### config.mk
export PLATFORM = sky130hd
export DESIGN_NAME = sha1_stream_hasher
export DESIGN_NICKNAME = d
export VERILOG_FILES = /design/src/sha1_pkg.sv /design/src/sha1_ctrl.sv /design/src/sha1_dpath.sv /design/src/sha1_stream_hasher.sv
export SDC_FILE = /design/constraint.sdc
export NUM_CORES = 2
export LEC_CHECK = 0
export ABC_CLOCK_PERIOD_IN_PS = 42900
export BUFFER_PORTS_ARGS = -buffer_cell sky130_fd_sc_hd__buf_2
export CAP_MARGIN = 20
export CORE_ASPECT_RATIO = 0.8
export CORE_MARGIN = 2
export CORE_UTILIZATION = 50
export CTS_CLUSTER_DIAMETER = 40
export CTS_CLUSTER_SIZE = 14
export DETAILED_ROUTE_END_ITERATION = 8
export HOLD_SLACK_MARGIN = 0.12
export PLACE_DENSITY = 0.68
export SYNTH_ARGS = -nofsm -noshare
export SYNTH_HDL_FRONTEND = slang
export SYNTH_SLANG_ARGS = --single-unit
### constraint.sdc
create_clock -name clk -period 42.9 [get_ports clk]
set_clock_uncertainty 0.05 [all_clocks]
set_input_delay 6.435 -clock clk [delete_from_list [all_inputs] [get_ports clk]]
set_output_delay 6.435 -clock clk [all_outputs]
set_load 0.01 [all_outputs]
### src/sha1_pkg.sv
// Shared types, constants and round functions for the SHA-1 stream hasher.
// Used by sha1_ctrl, sha1_dpath and sha1_stream_hasher; depends on nothing else.
package sha1_pkg;

  localparam int unsigned NUM_ROUNDS = 80;
  localparam int unsigned RND_W      = 7;
  localparam int unsigned BPOS_W     = 6;
  localparam int unsigned COUNT_W    = 61;

  localparam logic [BPOS_W-1:0] BPOS_LAST = 6'd63;
  localparam logic [BPOS_W-1:0] BPOS_PREL = 6'd55;

  localparam logic [31:0] H_INIT [5] = '{
    32'h67452301, 32'hEFCDAB89, 32'h98BADCFE, 32'h10325476, 32'hC3D2E1F0
  };

  localparam logic [31:0] K_GRP0 = 32'h5A827999;
  localparam logic [31:0] K_GRP1 = 32'h6ED9EBA1;
  localparam logic [31:0] K_GRP2 = 32'h8F1BBCDC;
  localparam logic [31:0] K_GRP3 = 32'hCA62C1D6;

  localparam logic [7:0] PAD_MARK = 8'h80;

  // Source of the byte shifted into the block window.
  typedef logic [1:0] bsel_t;
  localparam bsel_t BSEL_MSG  = 2'd0;
  localparam bsel_t BSEL_MARK = 2'd1;
  localparam bsel_t BSEL_ZERO = 2'd2;
  localparam bsel_t BSEL_LEN  = 2'd3;

  // Round groups of twenty rounds each.
  typedef logic [1:0] grp_t;
  localparam grp_t GRP_CH   = 2'd0;
  localparam grp_t GRP_PAR1 = 2'd1;
  localparam grp_t GRP_MAJ  = 2'd2;
  localparam grp_t GRP_PAR2 = 2'd3;

  typedef struct packed {
    logic  shift_byte;
    bsel_t byte_sel;
    logic  count_inc;
    logic  load_ae;
    logic  round;
    grp_t  grp;
    logic  update_h;
    logic  load_out;
    logic  reset_h;
  } cmd_t;

  typedef struct packed {
    logic [BPOS_W-1:0] bpos;
  } status_t;

  function automatic logic [31:0] round_k(input grp_t grp);
    logic [31:0] k;
    unique case (grp)
      GRP_CH:   k = K_GRP0;
      GRP_PAR1: k = K_GRP1;
      GRP_MAJ:  k = K_GRP2;
      default:  k = K_GRP3;
    endcase
    return k;
  endfunction

  function automatic logic [31:0] round_f(input grp_t grp, input logic [31:0] b,
                                          input logic [31:0] c, input logic [31:0] d);
    logic [31:0] f;
    unique case (grp)
      GRP_CH:  f = (b & c) | (~b & d);
      GRP_MAJ: f = (b & c) | (b & d) | (c & d);
      default: f = b ^ c ^ d;
    endcase
    return f;
  endfunction

endpackage

### src/sha1_ctrl.sv
// Controller for the SHA-1 stream hasher: sequences byte loading, padding,
// the 80 compression rounds and digest hand-off. Depends on sha1_pkg.
module sha1_ctrl (
  input  logic              clk,
  input  logic              rst_n,
  input  logic              in_valid,
  input  logic              in_byte_valid,
  input  logic              in_last,
  output logic              in_stall,
  output logic              out_valid,
  input  logic              out_stall,
  input  sha1_pkg::status_t status,
  output sha1_pkg::cmd_t    cmd
);

  localparam logic [2:0] S_IDLE  = 3'd0;
  localparam logic [2:0] S_ROUND = 3'd1;
  localparam logic [2:0] S_UPD   = 3'd2;
  localparam logic [2:0] S_PAD   = 3'd3;
  localparam logic [2:0] S_LEN   = 3'd4;
  localparam logic [2:0] S_DONE  = 3'd5;

  localparam logic [sha1_pkg::RND_W-1:0] RND_LAST =
    sha1_pkg::RND_W'(sha1_pkg::NUM_ROUNDS - 1);

  logic [2:0]                 state_r, state_nxt;
  logic [sha1_pkg::RND_W-1:0] rnd_r, rnd_nxt;
  logic                       pad_r, pad_nxt;
  logic                       first_r, first_nxt;
  logic                       fin_r, fin_nxt;
  logic                       out_valid_r, out_valid_nxt;
  logic                       accept;
  logic                       block_full;

  assign in_stall   = (state_r != S_IDLE);
  assign accept     = in_valid && (state_r == S_IDLE);
  assign out_valid  = out_valid_r;
  assign block_full = (status.bpos == sha1_pkg::BPOS_LAST);

  always_comb begin
    state_nxt     = state_r;
    rnd_nxt       = rnd_r;
    pad_nxt       = pad_r;
    first_nxt     = first_r;
    fin_nxt       = fin_r;
    out_valid_nxt = out_valid_r && out_stall;
    cmd           = '0;

    if (rnd_r < 7'd20) begin
      cmd.grp = sha1_pkg::GRP_CH;
    end else if (rnd_r < 7'd40) begin
      cmd.grp = sha1_pkg::GRP_PAR1;
    end else if (rnd_r < 7'd60) begin
      cmd.grp = sha1_pkg::GRP_MAJ;
    end else begin
      cmd.grp = sha1_pkg::GRP_PAR2;
    end

    unique case (state_r)
      S_IDLE: begin
        if (accept) begin
          pad_nxt   = in_last;
          first_nxt = in_last;
          if (in_byte_valid) begin
            cmd.shift_byte = 1'b1;
            cmd.byte_sel   = sha1_pkg::BSEL_MSG;
            cmd.count_inc  = 1'b1;
          end
          if (in_byte_valid && block_full) begin
            cmd.load_ae = 1'b1;
            rnd_nxt     = '0;
            state_nxt   = S_ROUND;
          end else if (in_last) begin
            state_nxt = S_PAD;
          end
        end
      end
      S_ROUND: begin
        cmd.round = 1'b1;
        if (rnd_r == RND_LAST) begin
          state_nxt = S_UPD;
        end else begin
          rnd_nxt = rnd_r + 7'd1;
        end
      end
      S_UPD: begin
        cmd.update_h = 1'b1;
        if (fin_r) begin
          state_nxt = S_DONE;
        end else if (pad_r) begin
          state_nxt = S_PAD;
        end else begin
          state_nxt = S_IDLE;
        end
      end
      S_PAD: begin
        cmd.shift_byte = 1'b1;
        cmd.byte_sel   = first_r ? sha1_pkg::BSEL_MARK : sha1_pkg::BSEL_ZERO;
        first_nxt      = 1'b0;
        if (block_full) begin
          // The marker did not leave room for the length: finish this block
          // and carry on padding in a fresh one.
          cmd.load_ae = 1'b1;
          rnd_nxt     = '0;
          state_nxt   = S_ROUND;
        end else if (status.bpos == sha1_pkg::BPOS_PREL) begin
          state_nxt = S_LEN;
        end
      end
      S_LEN: begin
        cmd.shift_byte = 1'b1;
        cmd.byte_sel   = sha1_pkg::BSEL_LEN;
        if (block_full) begin
          cmd.load_ae = 1'b1;
          rnd_nxt     = '0;
          fin_nxt     = 1'b1;
          state_nxt   = S_ROUND;
        end
      end
      S_DONE: begin
        if (!out_valid_r || !out_stall) begin
          cmd.load_out  = 1'b1;
          cmd.reset_h   = 1'b1;
          out_valid_nxt = 1'b1;
          fin_nxt       = 1'b0;
          pad_nxt       = 1'b0;
          state_nxt     = S_IDLE;
        end
      end
      default: begin
        state_nxt = S_IDLE;
      end
    endcase
  end

  always_ff @(posedge clk) begin
    if (!rst_n) begin
      state_r     <= S_IDLE;
      rnd_r       <= '0;
      pad_r       <= 1'b0;
      first_r     <= 1'b0;
      fin_r       <= 1'b0;
      out_valid_r <= 1'b0;
    end else begin
      state_r     <= state_nxt;
      rnd_r       <= rnd_nxt;
      pad_r       <= pad_nxt;
      first_r     <= first_nxt;
      fin_r       <= fin_nxt;
      out_valid_r <= out_valid_nxt;
    end
  end

endmodule

### src/sha1_dpath.sv
// Datapath for the SHA-1 stream hasher: block window and message schedule,
// one-round compression unit, chaining words, byte count and digest register.
// Depends on sha1_pkg.
module sha1_dpath (
  input  logic              clk,
  input  logic              rst_n,
  input  sha1_pkg::cmd_t    cmd,
  input  logic [7:0]        msg_byte,
  output sha1_pkg::status_t status,
  output logic [31:0]       digest_word0,
  output logic [31:0]       digest_word1,
  output logic [31:0]       digest_word2,
  output logic [31:0]       digest_word3,
  output logic [31:0]       digest_word4
);

  logic [31:0]                  win_r [16];
  logic [31:0]                  h_r   [5];
  logic [31:0]                  dig_r [5];
  logic [31:0]                  a_r, b_r, c_r, d_r, e_r;
  logic [sha1_pkg::COUNT_W-1:0] count_r;
  logic [sha1_pkg::BPOS_W-1:0]  bpos_r;
  logic [63:0]                  len_bits;
  logic [5:0]                   len_base;
  logic [7:0]                   byte_in;
  logic [31:0]                  sched_x;
  logic [31:0]                  sched;
  logic [31:0]                  t_sum;

  // The length goes out most significant byte first at buffer places 56..63.
  assign len_bits = {count_r, 3'b000};
  assign len_base = {~bpos_r[2:0], 3'b000};

  always_comb begin
    unique case (cmd.byte_sel)
      sha1_pkg::BSEL_MSG:  byte_in = msg_byte;
      sha1_pkg::BSEL_MARK: byte_in = sha1_pkg::PAD_MARK;
      sha1_pkg::BSEL_ZERO: byte_in = 8'h00;
      default:             byte_in = len_bits[len_base +: 8];
    endcase
  end

  // Window word 0 is always W[t]; the word appended is W[t+16].
  assign sched_x = win_r[13] ^ win_r[8] ^ win_r[2] ^ win_r[0];
  assign sched   = {sched_x[30:0], sched_x[31]};

  assign t_sum = {a_r[26:0], a_r[31:27]} + sha1_pkg::round_f(cmd.grp, b_r, c_r, d_r)
               + e_r + win_r[0] + sha1_pkg::round_k(cmd.grp);

  always_ff @(posedge clk) begin
    if (cmd.shift_byte) begin
      for (int i = 0; i < 15; i++) begin
        win_r[i] <= {win_r[i][23:0], win_r[i+1][31:24]};
      end
      win_r[15] <= {win_r[15][23:0], byte_in};
    end else if (cmd.round) begin
      for (int i = 0; i < 15; i++) begin
        win_r[i] <= win_r[i+1];
      end
      win_r[15] <= sched;
    end
  end

  always_ff @(posedge clk) begin
    if (cmd.load_ae) begin
      a_r <= h_r[0];
      b_r <= h_r[1];
      c_r <= h_r[2];
      d_r <= h_r[3];
      e_r <= h_r[4];
    end else if (cmd.round) begin
      a_r <= t_sum;
      b_r <= a_r;
      c_r <= {b_r[1:0], b_r[31:2]};
      d_r <= c_r;
      e_r <= d_r;
    end
  end

  always_ff @(posedge clk) begin
    if (!rst_n || cmd.reset_h) begin
      for (int i = 0; i < 5; i++) begin
        h_r[i] <= sha1_pkg::H_INIT[i];
      end
      count_r <= '0;
    end else begin
      if (cmd.update_h) begin
        h_r[0] <= h_r[0] + a_r;
        h_r[1] <= h_r[1] + b_r;
        h_r[2] <= h_r[2] + c_r;
        h_r[3] <= h_r[3] + d_r;
        h_r[4] <= h_r[4] + e_r;
      end
      if (cmd.count_inc) begin
        count_r <= count_r + 61'd1;
      end
    end
  end

  always_ff @(posedge clk) begin
    if (!rst_n) begin
      bpos_r <= '0;
    end else if (cmd.shift_byte) begin
      bpos_r <= bpos_r + 6'd1;
    end
  end

  always_ff @(posedge clk) begin
    if (cmd.load_out) begin
      for (int i = 0; i < 5; i++) begin
        dig_r[i] <= h_r[i];
      end
    end
  end

  assign status.bpos  = bpos_r;
  assign digest_word0 = dig_r[0];
  assign digest_word1 = dig_r[1];
  assign digest_word2 = dig_r[2];
  assign digest_word3 = dig_r[3];
  assign digest_word4 = dig_r[4];

endmodule

### src/sha1_stream_hasher.sv
// Top level of the SHA-1 stream hasher: joins controller and datapath.
// Depends on sha1_pkg, sha1_ctrl and sha1_dpath.
//
//   word     direction  handshake             payload
//   input    in         in_valid / in_stall   in_msg_byte, in_byte_valid, in_last
//   digest   out        out_valid / out_stall out_digest_word0 .. out_digest_word4
//
// One message byte is taken per cycle while the hasher is idle; the 64th byte
// of a block starts the compression: 80 rounds and then a chaining update.
// A last word adds the padding, byte by byte up to the block end, and one or
// two compressions; the digest then goes via S_DONE to the output register.
// Reset (rst_n low at a clock edge) restores the initial chaining words and a
// zero byte count. A waiting digest does not stop new bytes; only the next
// digest waits for the output register to free up.
module sha1_stream_hasher (
  input  logic        clk,
  input  logic        rst_n,
  input  logic        in_valid,
  output logic        in_stall,
  input  logic [7:0]  in_msg_byte,
  input  logic        in_byte_valid,
  input  logic        in_last,
  output logic        out_valid,
  input  logic        out_stall,
  output logic [31:0] out_digest_word0,
  output logic [31:0] out_digest_word1,
  output logic [31:0] out_digest_word2,
  output logic [31:0] out_digest_word3,
  output logic [31:0] out_digest_word4
);

  sha1_pkg::cmd_t    cmd;
  sha1_pkg::status_t status;

  sha1_ctrl u_ctrl (
    .clk           (clk),
    .rst_n         (rst_n),
    .in_valid      (in_valid),
    .in_byte_valid (in_byte_valid),
    .in_last       (in_last),
    .in_stall      (in_stall),
    .out_valid     (out_valid),
    .out_stall     (out_stall),
    .status        (status),
    .cmd           (cmd)
  );

  sha1_dpath u_dpath (
    .clk          (clk),
    .rst_n        (rst_n),
    .cmd          (cmd),
    .msg_byte     (in_msg_byte),
    .status       (status),
    .digest_word0 (out_digest_word0),
    .digest_word1 (out_digest_word1),
    .digest_word2 (out_digest_word2),
    .digest_word3 (out_digest_word3),
    .digest_word4 (out_digest_word4)
  );

  // Compression starts only as the final byte of a block goes in.
  a_start_full: assert property (@(posedge clk) disable iff (!rst_n)
    cmd.load_ae |-> (cmd.shift_byte && status.bpos == sha1_pkg::BPOS_LAST))
    else $error("compression started on a partial block");

  // No input word is taken while rounds are running.
  a_busy_stall: assert property (@(posedge clk) disable iff (!rst_n)
    cmd.round |-> in_stall)
    else $error("input accepted during compression");

  // A digest that is still waiting is never overwritten.
  a_no_overwrite: assert property (@(posedge clk) disable iff (!rst_n)
    cmd.load_out |-> !(out_valid && out_stall))
    else $error("waiting digest overwritten");

  // Only message bytes advance the byte count.
  a_count_msg: assert property (@(posedge clk) disable iff (!rst_n)
    cmd.count_inc |-> (cmd.shift_byte && cmd.byte_sel == sha1_pkg::BSEL_MSG))
    else $error("byte count advanced by a padding byte");

endmodule

==> metrics.md <==
| Metric | Value |
|---|---|
| Clk root buf | clkbuf_16 |
| Max Clk Rate | 100.0 MHz |
| Vias per inst | 5.627 |
| Buf+Inv Stages, Crit Path | 4 |
| Die Span Y | 304.0 microns |
| Synth cell types | 81 |
| CTS sink count | 1073 |
| Synth Instances | 4833 |
| P&R area growth vs syn | 13.30% |
| TNS Setup | 0 ns |
| Setup Crit Path Kind | in2reg |
| Remaining antenna violation count | 0 |
| Crit-path max FO | 86 |
| Status | finished, final reports clean |
| Post-synthesis sequential area ratio | 55.82% |
| Crit-path max cell delay | 0.93 ns |
| FP Rows | 110 |
| Inserted Diodes | 0 |
| CTS clk-pin slew, worst paths | 0.06 ns |
| Initial Utilization | 50.22% |
| CP Launch Type | input port |
| Dpl hpwl | 98540 microns |
| Post_cts resized | 0 |
| Unrepaired setup endpoints after global routing | no |
| Tmin final | 9.999 ns |
| FF+latch count, synth | 1073 |
| Mapped cell area | 56270 sq um |
| Number of antenna violations at the first check in global routing | 8 |
| Critical path's top delay family | buffers and inverters |
| GPL Wtd Cong | 0.9418 |
| Synth Area per Inst | 11.64 sq um |
| DIE AREA | 115300 sq um |
| Top-count cell post-synth | edfxtp_1 |
| Avg WL per Cell | 20.94 microns |
| Number of global-route vias before repair | 35000 |
| Post-synth top area cell | edfxtp_1 |
| All-Layer GR Usage | 24.05% |
| Die width | 379.1 microns |
| Final nets | 5349 |
| Postcts setup bufs | 0 |
| Hold Crit Class | reg2reg |
| Tcrit/Tclk final | 23.31% |
| Top-area cell type share of the netlist area | 52.94% |
| Worst setup EP type | register |
| CTS Hold Buffers Added | 0 |
| CP arrival | 10.32 ns |
| Synth cell count leaders | edfxtp_1, nand2_1, mux2_2, inv_1, o21ai_0 |
| Final setup vio count | 0 |
| Port Buffers | 175 |
| # fillers | 9264 |
| Hold Fails Final Rpt | 0 |
| Crit path max-delay cell type | buf_4 |
| Congestion Overflow GR | 0 |
| Drt drc | 0 |
| First drt pass iteration count | 6 |
| Initial DRC count | 3955 |
| Async set-reset flop share out of synthesis | 0% |
| Clk buf depth | 3 |
| CTS buffer count | 144 |
| Largest net degree at the start of global routing | 208 |
| Ports | 176 |
| Slew Viols, Final | 0 |
| CP cell instances | buf_2 -> and3_1 -> nor2_1 -> nand2_4 -> buf_4 -> buf_4 -> buf_4 |
| Routed WL | 139100 microns |
| Max-slew headroom | 27.50% |
| Dominant cells by area after synthesis | edfxtp_1, mux2_2, nand2_1, fa_1, ha_1 |
| Syn Nets | 5171 |
| Most used flip-flop cell after synthesis | edfxtp_1 |
| Via count | 37370 |
| Layout cells sized above 1 | 16.20% |
| First-pass GRT wire length | 210700 microns |
| WP data required | 43.22 ns |
| Number of flops mapped to enable cells by yosys | 992 |
| CORE AREA | 112000 sq um |
| Max cap viols | 0 |
| Worst skew pair latency | 0.77 ns |
| Syn. warnings | 0 |
| CTS tree | yes |
| CTS H-tree lvls | 4 |
| Slew @ Worst Pin | 1.088 ns |
| Most used cell, CP | buf_4 |
==> placed cells by master (no fill, tap or decap), types with 82 or more instances in the layout <==
cell	n
nor2_1	247
a21o_1	82
clkbuf_16	148
a21oi_1	191
mux2_2	317
o21ai_0	302
ha_1	199
xnor2_1	186
edfxtp_1	992
nand2_1	937
xor2_1	118
fa_1	125
inv_1	303
buf_2	175
==> cell type report <==
type                            instances  area, sq um  area share [%]
Clock inverter                        109         1270           1.992
Multi-Input combinational cell       3279        23130           36.28
Inverter                              307         1157           1.815
Clock buffer                          155         3730           5.850
Tap cell                             1512         1892           2.967
Sequential cell                      1073        31410           49.27
Timing Repair Buffer                  206         1161           1.821
==> logic make-up (layout without fill, tap and decap cells) <==
family | Yosys count | after routing | share of synthesized area [%]
simple gates | 1472 | 1472 | 11.03
flops | 1073 | 1073 | 55.82
mux | 363 | 363 | 7.451
xor+xnor | 304 | 304 | 4.732
compound gates | 816 | 816 | 8.872
buf+inv | 481 | 777 | 3.215
fa+ha+maj | 324 | 324 | 8.872
==> through the flow <==
| stage | worst slack, ns | hold slack [ns] | util, % | cell area (sq um) | cells |
|---|---|---|---|---|---|
| after detailed placement | 32.13 | 0.3962 | 52.39 | 58700 | 6375 |
| after global routing | 32.61 | 0.4377 | 56.91 | 63750 | 6641 |
| after CTS | 32.94 | 0.4053 | 56.86 | 63700 | 6639 |
| final | 32.90 | 0.4067 | 56.91 | 63750 | 6641 |
| after floorplan | 23.95 | 0.3851 | - | 56270 | 4833 |
| after global placement | 32.16 | 0.3968 | 52.39 | 58700 | 6375 |
==> sequential cells by signal, indices dropped and copies added, names as in the netlist, 3 cells and up <==
name             cells
u_ctrl.rnd_r         7
u_ctrl.state_r       3
u_dpath.a_r         32
u_dpath.b_r         32
u_dpath.c_r         32
u_dpath.count_r     61
u_dpath.d_r         32
u_dpath.dig_r      160
u_dpath.e_r         32
u_dpath.h_r        160
u_dpath.status       6
u_dpath.win_r      512
==> worst reg2reg max path: stages (launching register included) <==
cell	delay (ns)
dfxtp_1	0.45
nor2_1	0.06
o21ai_0	0.21
a221o_2	0.24
clkinv_1	0.53
ha_1	0.68
inv_2	0.62
o22ai_1	0.15
o21ai_0	0.47
fa_1	0.53
fa_1	0.54
fa_1	0.42
inv_1	0.07
ha_1	0.18
inv_1	0.07
fa_1	0.40
nor2b_1	0.18
o31a_1	0.22
o31a_1	0.24
a31oi_1	0.18
nor3_1	0.44
o21ai_0	0.23
nor2b_1	0.23
o31ai_1	0.38
xnor2_1	0.19
a21oi_1	0.09
==> final timing paths <==
kind	start	end	slack, ns	cells after the start
setup / recovery	in_valid	u_dpath.win_r[4][25]	32.90	7
hold / removal	u_ctrl.first_r	u_ctrl.first_r	0.41	2
setup reg to reg	u_ctrl.rnd_r[3]	u_dpath.a_r[31]	34.55	25
hold reg to reg	u_ctrl.first_r	u_ctrl.first_r	0.41	2
==> per-layer routing <==
layer	routed length (microns)	track usage [%]	part of all wire, %	vias up
met5	13	0	0.0093	-
met4	3164	6.894	2.3	2
met3	14060	7.217	10	198
met2	57330	32.71	41	1405
met1	64520	36.87	46	18170
li1	-	-	-	17590
Power is left out: the tool's default activity adds up to more than one toggle a clock period on the data nets, which glitch-free logic cannot reach.
